**config.mk**
```make
export PLATFORM = sky130hd
export DESIGN_NAME = detection_persistence_filter_unit_flat
export DESIGN_NICKNAME = d
export VERILOG_FILES = /design/src/rtl/dpf_pkg.sv /design/src/rtl/dpf_if.sv /design/src/rtl/detection_persistence_filter_unit.sv /design/src/rtl/dpf_match.sv /design/src/flat_wrapper.sv
export VERILOG_INCLUDE_DIRS = /design/src /design/src/rtl
export SDC_FILE = /design/constraint.sdc
export NUM_CORES = 2
export LEC_CHECK = 0
export BUFFER_PORTS_ARGS = -buffer_cell sky130_fd_sc_hd__buf_2
export CAP_MARGIN = 15
export CORE_MARGIN = 2
export CORE_UTILIZATION = 59
export DETAILED_ROUTE_END_ITERATION = 6
export HOLD_SLACK_MARGIN = 0.03
export PLACE_DENSITY = 0.76
export SLEW_MARGIN = 30
export SYNTH_ARGS = -nofsm -noshare
export SYNTH_HDL_FRONTEND = slang
export SYNTH_SLANG_ARGS = --single-unit
```
**constraint.sdc**
```tcl
create_clock -name clk -period 10.4 [get_ports clk]
set_clock_uncertainty 0.05 [all_clocks]
set_input_delay 0 -clock clk [delete_from_list [all_inputs] [get_ports clk]]
set_output_delay 0 -clock clk [all_outputs]
set_load 0.005 [all_outputs]
```
**src/rtl/detection_persistence_filter_unit_assert.svh**
```systemverilog
// Assertion macros for the detection persistence filter.
`ifndef DETECTION_PERSISTENCE_FILTER_UNIT_ASSERT_SVH
`define DETECTION_PERSISTENCE_FILTER_UNIT_ASSERT_SVH

// Condition holds in the same cycle.
`define DPF_ASSERT_NOW(lbl, ante, cons, msg) \
  lbl: assert property (@(posedge clk) disable iff (!rst_n) (ante) |-> (cons)) \
    else $error(msg);

// Condition holds in the following cycle.
`define DPF_ASSERT_NEXT(lbl, ante, cons, msg) \
  lbl: assert property (@(posedge clk) disable iff (!rst_n) (ante) |=> (cons)) \
    else $error(msg);

`endif

```
**src/rtl/dpf_pkg.sv**
```systemverilog
// Shared widths, codes and types of the detection persistence filter.
`default_nettype none
package dpf_pkg;

  localparam int BOX_W      = 11;
  localparam int COORD_W    = 12;
  localparam int CNT_W      = 4;
  localparam int R2_W       = 24;
  localparam int PERIOD_W   = 8;
  localparam int THR_W      = 3;
  localparam int CFG_IDX_W  = 2;
  localparam int CFG_DATA_W = 12;

  localparam logic OP_BOX = 1'b0;
  localparam logic OP_EOF = 1'b1;

  localparam logic [CFG_IDX_W-1:0] CFG_MATCH_RADIUS  = 2'd0;
  localparam logic [CFG_IDX_W-1:0] CFG_DECAY_PERIOD  = 2'd1;
  localparam logic [CFG_IDX_W-1:0] CFG_CONFIRM_THR   = 2'd2;

  localparam logic [COORD_W-1:0]  RADIUS_RST = 12'd100;
  localparam logic [PERIOD_W-1:0] PERIOD_RST = 8'd8;
  localparam logic [THR_W-1:0]    THR_RST    = 3'd3;

  typedef struct packed {
    logic [COORD_W-1:0] x;
    logic [COORD_W-1:0] y;
    logic [CNT_W-1:0]   count;
  } dpf_entry_t;

  typedef enum logic [2:0] {
    ST_IDLE,
    ST_PREP,
    ST_MATCH,
    ST_INSERT,
    ST_BEST,
    ST_DECAY,
    ST_DONE
  } dpf_state_t;

endpackage
`default_nettype wire

```
**src/rtl/dpf_if.sv**
```systemverilog
// Channel interfaces: detection input, result output and register write.
`default_nettype none
interface dpf_in_if;
  import dpf_pkg::*;
  logic             valid;
  logic             ready;
  logic             op;
  logic [BOX_W-1:0] box_x;
  logic [BOX_W-1:0] box_y;
  logic [BOX_W-1:0] box_w;
  logic [BOX_W-1:0] box_h;
  modport source (output valid, op, box_x, box_y, box_w, box_h, input ready);
  modport sink   (input valid, op, box_x, box_y, box_w, box_h, output ready);
endinterface

interface dpf_out_if;
  import dpf_pkg::*;
  logic               valid;
  logic               ready;
  logic [COORD_W-1:0] best_x;
  logic [COORD_W-1:0] best_y;
  logic               confirmed;
  logic               table_full;
  modport source (output valid, best_x, best_y, confirmed, table_full, input ready);
  modport sink   (input valid, best_x, best_y, confirmed, table_full, output ready);
endinterface

interface dpf_cfg_if;
  import dpf_pkg::*;
  logic                  valid;
  logic                  ready;
  logic [CFG_IDX_W-1:0]  index;
  logic [CFG_DATA_W-1:0] data;
  modport source (output valid, index, data, input ready);
  modport sink   (input valid, index, data, output ready);
endinterface
`default_nettype wire

```
**src/rtl/detection_persistence_filter_unit.sv**
```systemverilog
// Detection persistence filter top level: point table in one RAM, scanned per item.
// Box item: match scan, write and best scan over the N stored points.
// Frame end: frame counter step, or a decay pass once the counter reaches the period.
// One item in flight; the next transfer can be taken in the cycle after the result is loaded.
// Reset (rst_n low, synchronous): table empty, counters and held point zero, registers
// back to radius 100, period 8, threshold 3. RAM contents are not cleared.
`default_nettype none
module detection_persistence_filter_unit #(
  parameter int MAX_POINTS  = 16,
  parameter int COUNT_LIMIT = 8
) (
  input  logic      clk,
  input  logic      rst_n,
  dpf_in_if.sink    in_bus,
  dpf_out_if.source out_bus,
  dpf_cfg_if.sink   cfg_bus
);
  import dpf_pkg::*;

  localparam int IDX_W = (MAX_POINTS > 1) ? $clog2(MAX_POINTS) : 1;
  localparam int UW    = $clog2(MAX_POINTS + 1);

  // FSM and configuration
  dpf_state_t          state_r, state_nxt;
  logic [COORD_W-1:0]  radius_r, radius_nxt;
  logic [PERIOD_W-1:0] period_r, period_nxt;
  logic [THR_W-1:0]    thr_r, thr_nxt;

  // architectural state outside the RAM
  logic [UW-1:0]       used_r, used_nxt;
  logic [PERIOD_W-1:0] fc_r, fc_nxt;
  logic [COORD_W-1:0]  held_x_r, held_x_nxt;
  logic [COORD_W-1:0]  held_y_r, held_y_nxt;
  logic                held_c_r, held_c_nxt;

  // per-item working registers
  logic                full_r, full_nxt;
  logic [COORD_W-1:0]  cx_r, cx_nxt, cy_r, cy_nxt;
  logic [R2_W-1:0]     r2_r, r2_nxt;
  logic [UW-1:0]       rd_idx_r, rd_idx_nxt;
  logic [UW-1:0]       wr_idx_r, wr_idx_nxt;
  logic                found_r, found_nxt;
  logic [IDX_W-1:0]    hit_idx_r, hit_idx_nxt;
  logic [CNT_W-1:0]    hit_cnt_r, hit_cnt_nxt;
  logic [CNT_W-1:0]    best_cnt_r, best_cnt_nxt;
  logic [COORD_W-1:0]  best_x_r, best_x_nxt, best_y_r, best_y_nxt;

  // output register
  logic                out_valid_r, out_valid_nxt;
  logic [COORD_W-1:0]  out_x_r, out_x_nxt, out_y_r, out_y_nxt;
  logic                out_c_r, out_c_nxt, out_f_r, out_f_nxt;

  // point table RAM, one write and one registered read port
  dpf_entry_t          mem [MAX_POINTS];
  dpf_entry_t          mem_q_r;
  logic                rv_r;
  logic [IDX_W-1:0]    ri_r;
  logic                rd_en, wr_en;
  logic [IDX_W-1:0]    rd_addr, wr_addr;
  dpf_entry_t          wr_data;

  // match unit outputs
  logic                m_valid, m_hit, m_busy;
  logic [IDX_W-1:0]    m_idx;
  dpf_entry_t          m_entry;

  logic [PERIOD_W-1:0] fc_inc;
  logic [CNT_W-1:0]    inc_cnt;
  logic [CNT_W-1:0]    dec_cnt;

  // assertion helpers
  logic                in_xfer;
  logic                decay_rw;

  assign fc_inc  = fc_r + PERIOD_W'(1);
  // count saturates at the limit
  assign inc_cnt = (hit_cnt_r < CNT_W'(COUNT_LIMIT)) ? hit_cnt_r + CNT_W'(1)
                                                     : CNT_W'(COUNT_LIMIT);
  assign dec_cnt = (mem_q_r.count == '0) ? '0 : mem_q_r.count - CNT_W'(1);

  assign in_bus.ready       = (state_r == ST_IDLE);
  assign cfg_bus.ready      = 1'b1;
  assign out_bus.valid      = out_valid_r;
  assign out_bus.best_x     = out_x_r;
  assign out_bus.best_y     = out_y_r;
  assign out_bus.confirmed  = out_c_r;
  assign out_bus.table_full = out_f_r;

  dpf_match #(.IDX_W(IDX_W)) u_match (
    .clk       (clk),
    .rst_n     (rst_n),
    .in_valid  (rv_r && (state_r == ST_MATCH)),
    .in_idx    (ri_r),
    .in_entry  (mem_q_r),
    .cx        (cx_r),
    .cy        (cy_r),
    .r2        (r2_r),
    .out_valid (m_valid),
    .out_idx   (m_idx),
    .out_hit   (m_hit),
    .out_entry (m_entry),
    .busy      (m_busy)
  );

  always_comb begin
    state_nxt     = state_r;
    radius_nxt    = radius_r;
    period_nxt    = period_r;
    thr_nxt       = thr_r;
    used_nxt      = used_r;
    fc_nxt        = fc_r;
    held_x_nxt    = held_x_r;
    held_y_nxt    = held_y_r;
    held_c_nxt    = held_c_r;
    full_nxt      = full_r;
    cx_nxt        = cx_r;
    cy_nxt        = cy_r;
    r2_nxt        = r2_r;
    rd_idx_nxt    = rd_idx_r;
    wr_idx_nxt    = wr_idx_r;
    found_nxt     = found_r;
    hit_idx_nxt   = hit_idx_r;
    hit_cnt_nxt   = hit_cnt_r;
    best_cnt_nxt  = best_cnt_r;
    best_x_nxt    = best_x_r;
    best_y_nxt    = best_y_r;
    out_valid_nxt = out_valid_r;
    out_x_nxt     = out_x_r;
    out_y_nxt     = out_y_r;
    out_c_nxt     = out_c_r;
    out_f_nxt     = out_f_r;
    rd_en         = 1'b0;
    rd_addr       = rd_idx_r[IDX_W-1:0];
    wr_en         = 1'b0;
    wr_addr       = '0;
    wr_data       = '0;

    // register writes are to arrive only while idle; the block itself does not enforce it
    if (cfg_bus.valid) begin
      case (cfg_bus.index)
        CFG_MATCH_RADIUS: radius_nxt = cfg_bus.data;
        CFG_DECAY_PERIOD: period_nxt = cfg_bus.data[PERIOD_W-1:0];
        CFG_CONFIRM_THR:  thr_nxt    = cfg_bus.data[THR_W-1:0];
        default: ;
      endcase
    end

    if (out_valid_r && out_bus.ready) begin
      out_valid_nxt = 1'b0;
    end

    case (state_r)
      ST_IDLE: begin
        if (in_bus.valid) begin
          full_nxt = 1'b0;
          if (in_bus.op == OP_BOX) begin
            // box center, halves rounded down
            cx_nxt    = COORD_W'(in_bus.box_x) + COORD_W'(in_bus.box_w >> 1);
            cy_nxt    = COORD_W'(in_bus.box_y) + COORD_W'(in_bus.box_h >> 1);
            state_nxt = ST_PREP;
          end else if (fc_inc >= period_r) begin
            fc_nxt     = '0;
            rd_idx_nxt = '0;
            wr_idx_nxt = '0;
            state_nxt  = ST_DECAY;
          end else begin
            fc_nxt    = fc_inc;
            state_nxt = ST_DONE;
          end
        end
      end
      ST_PREP: begin
        r2_nxt     = R2_W'(radius_r) * R2_W'(radius_r);
        rd_idx_nxt = '0;
        found_nxt  = 1'b0;
        state_nxt  = ST_MATCH;
      end
      ST_MATCH: begin
        // results return in table order, so the first hit is the lowest index
        if (m_valid && m_hit) begin
          found_nxt   = 1'b1;
          hit_idx_nxt = m_idx;
          hit_cnt_nxt = m_entry.count;
          state_nxt   = ST_INSERT;
        end else if (rd_idx_r < used_r) begin
          rd_en      = 1'b1;
          rd_idx_nxt = rd_idx_r + UW'(1);
        end else if (!rv_r && !m_busy) begin
          state_nxt = ST_INSERT;
        end
      end
      ST_INSERT: begin
        if (found_r) begin
          wr_en   = 1'b1;
          wr_addr = hit_idx_r;
          wr_data = '{x: cx_r, y: cy_r, count: inc_cnt};
        end else if (used_r < UW'(MAX_POINTS)) begin
          wr_en    = 1'b1;
          wr_addr  = used_r[IDX_W-1:0];
          wr_data  = '{x: cx_r, y: cy_r, count: CNT_W'(1)};
          used_nxt = used_r + UW'(1);
        end else begin
          full_nxt = 1'b1;
        end
        rd_idx_nxt   = '0;
        best_cnt_nxt = '0;
        best_x_nxt   = '0;
        best_y_nxt   = '0;
        state_nxt    = ST_BEST;
      end
      ST_BEST: begin
        // strict compare keeps the lowest index among equal counts
        if (rv_r && (mem_q_r.count > best_cnt_r)) begin
          best_cnt_nxt = mem_q_r.count;
          best_x_nxt   = mem_q_r.x;
          best_y_nxt   = mem_q_r.y;
        end
        if (rd_idx_r < used_r) begin
          rd_en      = 1'b1;
          rd_idx_nxt = rd_idx_r + UW'(1);
        end else if (!rv_r) begin
          if (best_cnt_r > CNT_W'(thr_r)) begin
            held_x_nxt = best_x_r;
            held_y_nxt = best_y_r;
            held_c_nxt = 1'b1;
          end else begin
            held_x_nxt = '0;
            held_y_nxt = '0;
            held_c_nxt = 1'b0;
          end
          state_nxt = ST_DONE;
        end
      end
      ST_DECAY: begin
        // compaction: the write pointer trails the read pointer
        if (rv_r && (dec_cnt != '0)) begin
          wr_en      = 1'b1;
          wr_addr    = wr_idx_r[IDX_W-1:0];
          wr_data    = '{x: mem_q_r.x, y: mem_q_r.y, count: dec_cnt};
          wr_idx_nxt = wr_idx_r + UW'(1);
        end
        if (rd_idx_r < used_r) begin
          rd_en      = 1'b1;
          rd_idx_nxt = rd_idx_r + UW'(1);
        end else if (!rv_r) begin
          used_nxt  = wr_idx_r;
          state_nxt = ST_DONE;
        end
      end
      ST_DONE: begin
        if (!out_valid_r || out_bus.ready) begin
          out_valid_nxt = 1'b1;
          out_x_nxt     = held_x_r;
          out_y_nxt     = held_y_r;
          out_c_nxt     = held_c_r;
          out_f_nxt     = full_r;
          state_nxt     = ST_IDLE;
        end
      end
      default: state_nxt = ST_IDLE;
    endcase
  end

  // control state
  always_ff @(posedge clk) begin
    if (!rst_n) begin
      state_r     <= ST_IDLE;
      radius_r    <= RADIUS_RST;
      period_r    <= PERIOD_RST;
      thr_r       <= THR_RST;
      used_r      <= '0;
      fc_r        <= '0;
      held_x_r    <= '0;
      held_y_r    <= '0;
      held_c_r    <= 1'b0;
      out_valid_r <= 1'b0;
      rv_r        <= 1'b0;
    end else begin
      state_r     <= state_nxt;
      radius_r    <= radius_nxt;
      period_r    <= period_nxt;
      thr_r       <= thr_nxt;
      used_r      <= used_nxt;
      fc_r        <= fc_nxt;
      held_x_r    <= held_x_nxt;
      held_y_r    <= held_y_nxt;
      held_c_r    <= held_c_nxt;
      out_valid_r <= out_valid_nxt;
      rv_r        <= rd_en;
    end
  end

  // working and payload registers
  always_ff @(posedge clk) begin
    full_r     <= full_nxt;
    cx_r       <= cx_nxt;
    cy_r       <= cy_nxt;
    r2_r       <= r2_nxt;
    rd_idx_r   <= rd_idx_nxt;
    wr_idx_r   <= wr_idx_nxt;
    found_r    <= found_nxt;
    hit_idx_r  <= hit_idx_nxt;
    hit_cnt_r  <= hit_cnt_nxt;
    best_cnt_r <= best_cnt_nxt;
    best_x_r   <= best_x_nxt;
    best_y_r   <= best_y_nxt;
    out_x_r    <= out_x_nxt;
    out_y_r    <= out_y_nxt;
    out_c_r    <= out_c_nxt;
    out_f_r    <= out_f_nxt;
    ri_r       <= rd_addr;
  end

  // table RAM
  always_ff @(posedge clk) begin
    if (wr_en) begin
      mem[wr_addr] <= wr_data;
    end
    if (rd_en) begin
      mem_q_r <= mem[rd_addr];
    end
  end

  assign in_xfer  = in_bus.valid && in_bus.ready;
  assign decay_rw = (state_r == ST_DECAY) && wr_en && rd_en;

  `include "detection_persistence_filter_unit_assert.svh"

  `DPF_ASSERT_NOW(a_used_bound, 1'b1, used_r <= UW'(MAX_POINTS), "point count beyond table depth")
  `DPF_ASSERT_NOW(a_decay_order, decay_rw, wr_addr < rd_addr, "compaction write overtook read")
  `DPF_ASSERT_NEXT(a_accept_busy, in_xfer, state_r != ST_IDLE, "idle after transfer")

endmodule
`default_nettype wire

```
**src/rtl/dpf_match.sv**
```systemverilog
// Three-stage squared-distance compare of a stored point against a center.
`default_nettype none
module dpf_match #(
  parameter int IDX_W = 4
) (
  input  logic                       clk,
  input  logic                       rst_n,
  input  logic                       in_valid,
  input  logic [IDX_W-1:0]           in_idx,
  input  dpf_pkg::dpf_entry_t        in_entry,
  input  logic [dpf_pkg::COORD_W-1:0] cx,
  input  logic [dpf_pkg::COORD_W-1:0] cy,
  input  logic [dpf_pkg::R2_W-1:0]    r2,
  output logic                       out_valid,
  output logic [IDX_W-1:0]           out_idx,
  output logic                       out_hit,
  output dpf_pkg::dpf_entry_t        out_entry,
  output logic                       busy
);
  import dpf_pkg::*;

  logic               a_v_r, b_v_r, c_v_r;
  logic [IDX_W-1:0]   a_idx_r, b_idx_r, c_idx_r;
  dpf_entry_t         a_ent_r, b_ent_r, c_ent_r;
  logic [COORD_W-1:0] a_dx_r, a_dy_r;
  logic [R2_W-1:0]    b_sx_r, b_sy_r;
  logic               c_hit_r;

  always_ff @(posedge clk) begin
    if (!rst_n) begin
      a_v_r <= 1'b0;
      b_v_r <= 1'b0;
      c_v_r <= 1'b0;
    end else begin
      a_v_r <= in_valid;
      b_v_r <= a_v_r;
      c_v_r <= b_v_r;
    end
  end

  // stage a: absolute differences, b: squares, c: sum and compare
  always_ff @(posedge clk) begin
    a_idx_r <= in_idx;
    a_ent_r <= in_entry;
    a_dx_r  <= (cx >= in_entry.x) ? cx - in_entry.x : in_entry.x - cx;
    a_dy_r  <= (cy >= in_entry.y) ? cy - in_entry.y : in_entry.y - cy;
    b_idx_r <= a_idx_r;
    b_ent_r <= a_ent_r;
    b_sx_r  <= R2_W'(a_dx_r) * R2_W'(a_dx_r);
    b_sy_r  <= R2_W'(a_dy_r) * R2_W'(a_dy_r);
    c_idx_r <= b_idx_r;
    c_ent_r <= b_ent_r;
    c_hit_r <= ({1'b0, b_sx_r} + {1'b0, b_sy_r}) <= {1'b0, r2};
  end

  assign out_valid = c_v_r;
  assign out_idx   = c_idx_r;
  assign out_hit   = c_hit_r;
  assign out_entry = c_ent_r;
  assign busy      = a_v_r | b_v_r;

endmodule
`default_nettype wire
```
**src/flat_wrapper.sv**
```systemverilog
// flat-port wrapper written by rule: the top's interface ports become plain ports
module detection_persistence_filter_unit_flat import dpf_pkg::*;
#(
  parameter int MAX_POINTS  = 16,
  parameter int COUNT_LIMIT = 8
)
  (clk, rst_n, in_bus_valid, in_bus_op, in_bus_box_x, in_bus_box_y, in_bus_box_w, in_bus_box_h, in_bus_ready, out_bus_valid, out_bus_best_x, out_bus_best_y, out_bus_confirmed, out_bus_table_full, out_bus_ready, cfg_bus_valid, cfg_bus_index, cfg_bus_data, cfg_bus_ready);
  dpf_in_if in_bus_i ();
  dpf_out_if out_bus_i ();
  dpf_cfg_if cfg_bus_i ();
  input  logic clk;
  input  logic rst_n;
  input wire logic [$bits(in_bus_i.valid)-1:0] in_bus_valid;
  input wire logic [$bits(in_bus_i.op)-1:0] in_bus_op;
  input wire logic [$bits(in_bus_i.box_x)-1:0] in_bus_box_x;
  input wire logic [$bits(in_bus_i.box_y)-1:0] in_bus_box_y;
  input wire logic [$bits(in_bus_i.box_w)-1:0] in_bus_box_w;
  input wire logic [$bits(in_bus_i.box_h)-1:0] in_bus_box_h;
  output wire logic [$bits(in_bus_i.ready)-1:0] in_bus_ready;
  output wire logic [$bits(out_bus_i.valid)-1:0] out_bus_valid;
  output wire logic [$bits(out_bus_i.best_x)-1:0] out_bus_best_x;
  output wire logic [$bits(out_bus_i.best_y)-1:0] out_bus_best_y;
  output wire logic [$bits(out_bus_i.confirmed)-1:0] out_bus_confirmed;
  output wire logic [$bits(out_bus_i.table_full)-1:0] out_bus_table_full;
  input wire logic [$bits(out_bus_i.ready)-1:0] out_bus_ready;
  input wire logic [$bits(cfg_bus_i.valid)-1:0] cfg_bus_valid;
  input wire logic [$bits(cfg_bus_i.index)-1:0] cfg_bus_index;
  input wire logic [$bits(cfg_bus_i.data)-1:0] cfg_bus_data;
  output wire logic [$bits(cfg_bus_i.ready)-1:0] cfg_bus_ready;
  assign in_bus_i.valid = in_bus_valid;
  assign in_bus_i.op = in_bus_op;
  assign in_bus_i.box_x = in_bus_box_x;
  assign in_bus_i.box_y = in_bus_box_y;
  assign in_bus_i.box_w = in_bus_box_w;
  assign in_bus_i.box_h = in_bus_box_h;
  assign in_bus_ready = in_bus_i.ready;
  assign out_bus_valid = out_bus_i.valid;
  assign out_bus_best_x = out_bus_i.best_x;
  assign out_bus_best_y = out_bus_i.best_y;
  assign out_bus_confirmed = out_bus_i.confirmed;
  assign out_bus_table_full = out_bus_i.table_full;
  assign out_bus_i.ready = out_bus_ready;
  assign cfg_bus_i.valid = cfg_bus_valid;
  assign cfg_bus_i.index = cfg_bus_index;
  assign cfg_bus_i.data = cfg_bus_data;
  assign cfg_bus_ready = cfg_bus_i.ready;
  detection_persistence_filter_unit #(.MAX_POINTS(MAX_POINTS), .COUNT_LIMIT(COUNT_LIMIT)) u_core (.clk(clk), .rst_n(rst_n), .in_bus(in_bus_i), .out_bus(out_bus_i), .cfg_bus(cfg_bus_i));
endmodule
```
==> impl_metrics.csv <==
group,metric,value,unit
status,status,"completed",
floorplan,die_x,277,um
timing,fin_crit_sh,58.2,%
floorplan,core,0.0741,sq mm
timing,finalHoldViolCount,0,
timing,worst_slew_pin_slew,1.01,ns
worst_setup_path,path_cells,"nand2_1 -> fa_1 -> inv_1 -> fa_1 -> fa_1 -> fa_1 -> inv_1 -> fa_1 -> inv_1 -> ha_1 -> a2111o_1 -> o2111ai_2 -> a21oi_2 -> o41ai_4 -> nor3_1 -> or4b_1",
timing,rsz0062_at_grt,"false",
cts,cts.sinks,765,
timing,slew_viol_final,0,
cts,insertion_delay,0.63,ns
worst_setup_path,slowest_delay,0.71,ns
floorplan,fp.dieH,277,um
detailed_routing,met2WireLength,49300,um
detailed_routing,wl_met3,5920,um
finish,fin_util,66.6,%
floorplan,start_util,59.4,%
synthesis,synth_edf_count,597,
synthesis,synthCells,3475,
synthesis,yosys-top-cells-area,"edfxtp_1 41%, fa_1 11%, ha_1 8.7%",
detailed_routing,wirelength,95400,um
finish,area_growth,12.2,%
placement,io_buffers,89,
finish,final_common_cell,"edfxtp_1",
detailed_routing,detail-route-antenna-nets,0,
worst_setup_path,cp-start-kind,"flop",
placement,place_congestion,0.841,
synthesis,syn-num-nets,4087,
cts,cts_buffers,79,
detailed_routing,vias_per_cell,5.79,
synthesis,async_flop_share,0,%
timing,setup_ws,4.35,ns
global_routing,antenna_found_initial,1,
detailed_routing,drt_iter0_drc,2038,
cts,cts_setup_buffers,0,
detailed_routing,drc,0,
cts,cts_tree,"built",
worst_setup_path,crit_top_cell,"fa_1",
cts,cts.path.max_buffers,3,
placement,dp_slack,4.38,ns
worst_setup_path,critPathCaptureType,"flop",
synthesis,synth_top_area_cell,"edfxtp_1",
worst_setup_path,arrival,6.35,ns
placement,place_hpwl,60500,um
job,drv_cap,0,
global_routing,grt_pass1_wl,151000,um
timing,finalSetupTns,0,ns
detailed_routing,met1_length,36900,um
synthesis,ys_types,83,
timing,relSlewSlack,32.6,%
cts,clkSlewWorstSetupHoldPaths,0.06,ns
global_routing,grt_usage,25.3,%
synthesis,netlist_area,0.0440,sq mm
finish,final_nets,4293,
cts,h-tree-depth,3,
cts,root_buffer,"clkbuf_16",
global_routing,grt_overflow,0,
synthesis,synth_top_cell_area_share,40.8,%
global_routing,grt_pass1_vias,28100,
synthesis,synth_flop_cell,"edfxtp_1",
detailed_routing,wl_per_cell,20.2,um
timing,finalSetupViolations,0,
worst_setup_path,crit_required,10.70,ns
finish,drive_gt1_share,12.3,%
worst_setup_path,critical_path_peak_fanout,14,
global_routing,grt_max_degree,118,
floorplan,fp.dieArea,0.0767,sq mm
floorplan,rows,100,
timing,whs,0.0879,ns
cts,cts_resized,0,
synthesis,ys_seq_elements,765,
worst_setup_path,path_class,"flop to flop",
timing,timing.fmax,165,MHz
cts,ctsHoldBuffers,95,
detailed_routing,drt_first_pass_iters,5,
synthesis,seq_area_frac_synth,48.4,%
finish,nFillCells,5252,
hold_path,worst_hold_path_type,"primary input to flop",
synthesis,avgSynthCellArea,12.7,sq um
synthesis,ys_warn_count,0,
worst_setup_path,cpMaxStageDelayCell,"dfxtp_1",
floorplan,io_pins,93,
timing,fin_crit,6.05,ns
detailed_routing,topRoutingLayerUsed,"met4",
finish,final_cell_mix,"597 x edfxtp_1, 515 x inv_1, 306 x ha_1, 242 x fa_1, 208 x nand2_1",
detailed_routing,via_count,27300,
==> critical path, delay by kind of cell, from the launching register on <==
family / cells / cell delay [ns]
AO/OA/AOI/OAI: 4 / 1.12
adder cells (fa/ha/maj): 6 / 2.93
buffers and inverters: 3 / 0.16
flip-flops: 1 / 0.71
AND/OR/NAND/NOR: 3 / 0.79
==> state kept, by name, indices dropped and copies added, names as in the netlist, 8 cells and up <==
register               cells
u_core.best_y_r           12
u_core.out_bus.best_x     12
u_core.mem               448
u_core.held_y_r           12
u_core.u_match.a_dy_r     12
u_core.u_match.b_sx_r     23
u_core.out_bus.best_y     12
u_core.fc_r                8
u_core.r2_r               23
u_core.cx_r               12
u_core.u_match.a_dx_r     12
u_core.period_r            8
u_core.radius_r           12
u_core.best_x_r           12
u_core.held_x_r           12
u_core.cy_r               12
u_core.u_match.b_sy_r     23
u_core.mem_q_r            28
==> synth_stat cells (12+ instances only) <==
| library cell | instances |
|---|---|
| edfxtp_1 | 597 |
| inv_1 | 515 |
| ha_1 | 306 |
| fa_1 | 242 |
| nand2_1 | 208 |
| dfxtp_1 | 168 |
| and2_1 | 141 |
| mux4_2 | 140 |
| nor2_1 | 130 |
| a21oi_1 | 117 |
| o21ai_0 | 112 |
| clkbuf_1 | 95 |
| xnor2_1 | 84 |
| nor3_1 | 64 |
| nand3_1 | 45 |
| a21o_1 | 42 |
| nor2b_1 | 42 |
| xor2_1 | 42 |
| mux2i_1 | 34 |
| a22o_1 | 30 |
| nand2b_1 | 28 |
| a21boi_0 | 21 |
| and3_1 | 21 |
| o21a_1 | 20 |
| a31oi_1 | 16 |
| buf_2 | 15 |
| nand3b_1 | 13 |
| nand4_1 | 13 |
| o211ai_1 | 12 |
==> per-layer routing <==
layer	vias to the layer above	global-route usage (%)
met5	-	0
li1	12600	-
met2	900	44.4
met3	208	3.80
met1	13600	31.8
met4	0	9.57
==> path summary, 6_finish.rpt <==
path | startpoint | end | slack, ns | cells past startpoint
worst max-delay path | u_core.radius_r[5] | u_core.r2_r[22] | 4.35 | 16
worst max register to register | u_core.radius_r[5] | u_core.r2_r[22] | 4.35 | 16
worst min register to register | u_core.u_match.b_ent_r[2] | u_core.u_match.out_entry[2] | 0.27 | 0
worst min-delay path | in_bus_box_w[3] | u_core.cx_r[3] | 0.09 | 4
==> final cells by class <==
cell class / count / area (sq um) / share of cell area (%)
inverters: 515 / 1930 / 3.92
flip-flops and latches: 765 / 21300 / 43.1
well taps: 969 / 1210 / 2.46
diodes: 1 / 2.50 / 0.00507
multi-input cells: 2076 / 20400 / 41.4
repair buffers: 244 / 1880 / 3.81
clock buffers: 101 / 2180 / 4.41
clock inverters: 40 / 414 / 0.839
==> cells by family after synthesis <==
kind of cell / after synthesis / synth area share (%)
compound gates: 475 / 7.20
xor+xnor: 126 / 2.51
fa+ha+maj: 548 / 19.7
buf+inv: 634 / 5.48
flops: 765 / 48.4
mux: 181 / 8.12
other cells: 1 / 0.00853
simple gates: 745 / 8.53
==> stage by stage <==
step           cells  area [sq um]
3_5_place_dp    4473         45800
6_report        4711         49300
3_3_place_gp    4473         45800
5_1_grt         4711         49300
2_1_floorplan   3475         44000
4_1_cts         4709         49300
Power is not shown: default switching activity piles up to over one toggle a cycle in this logic, so the estimate is an artifact.
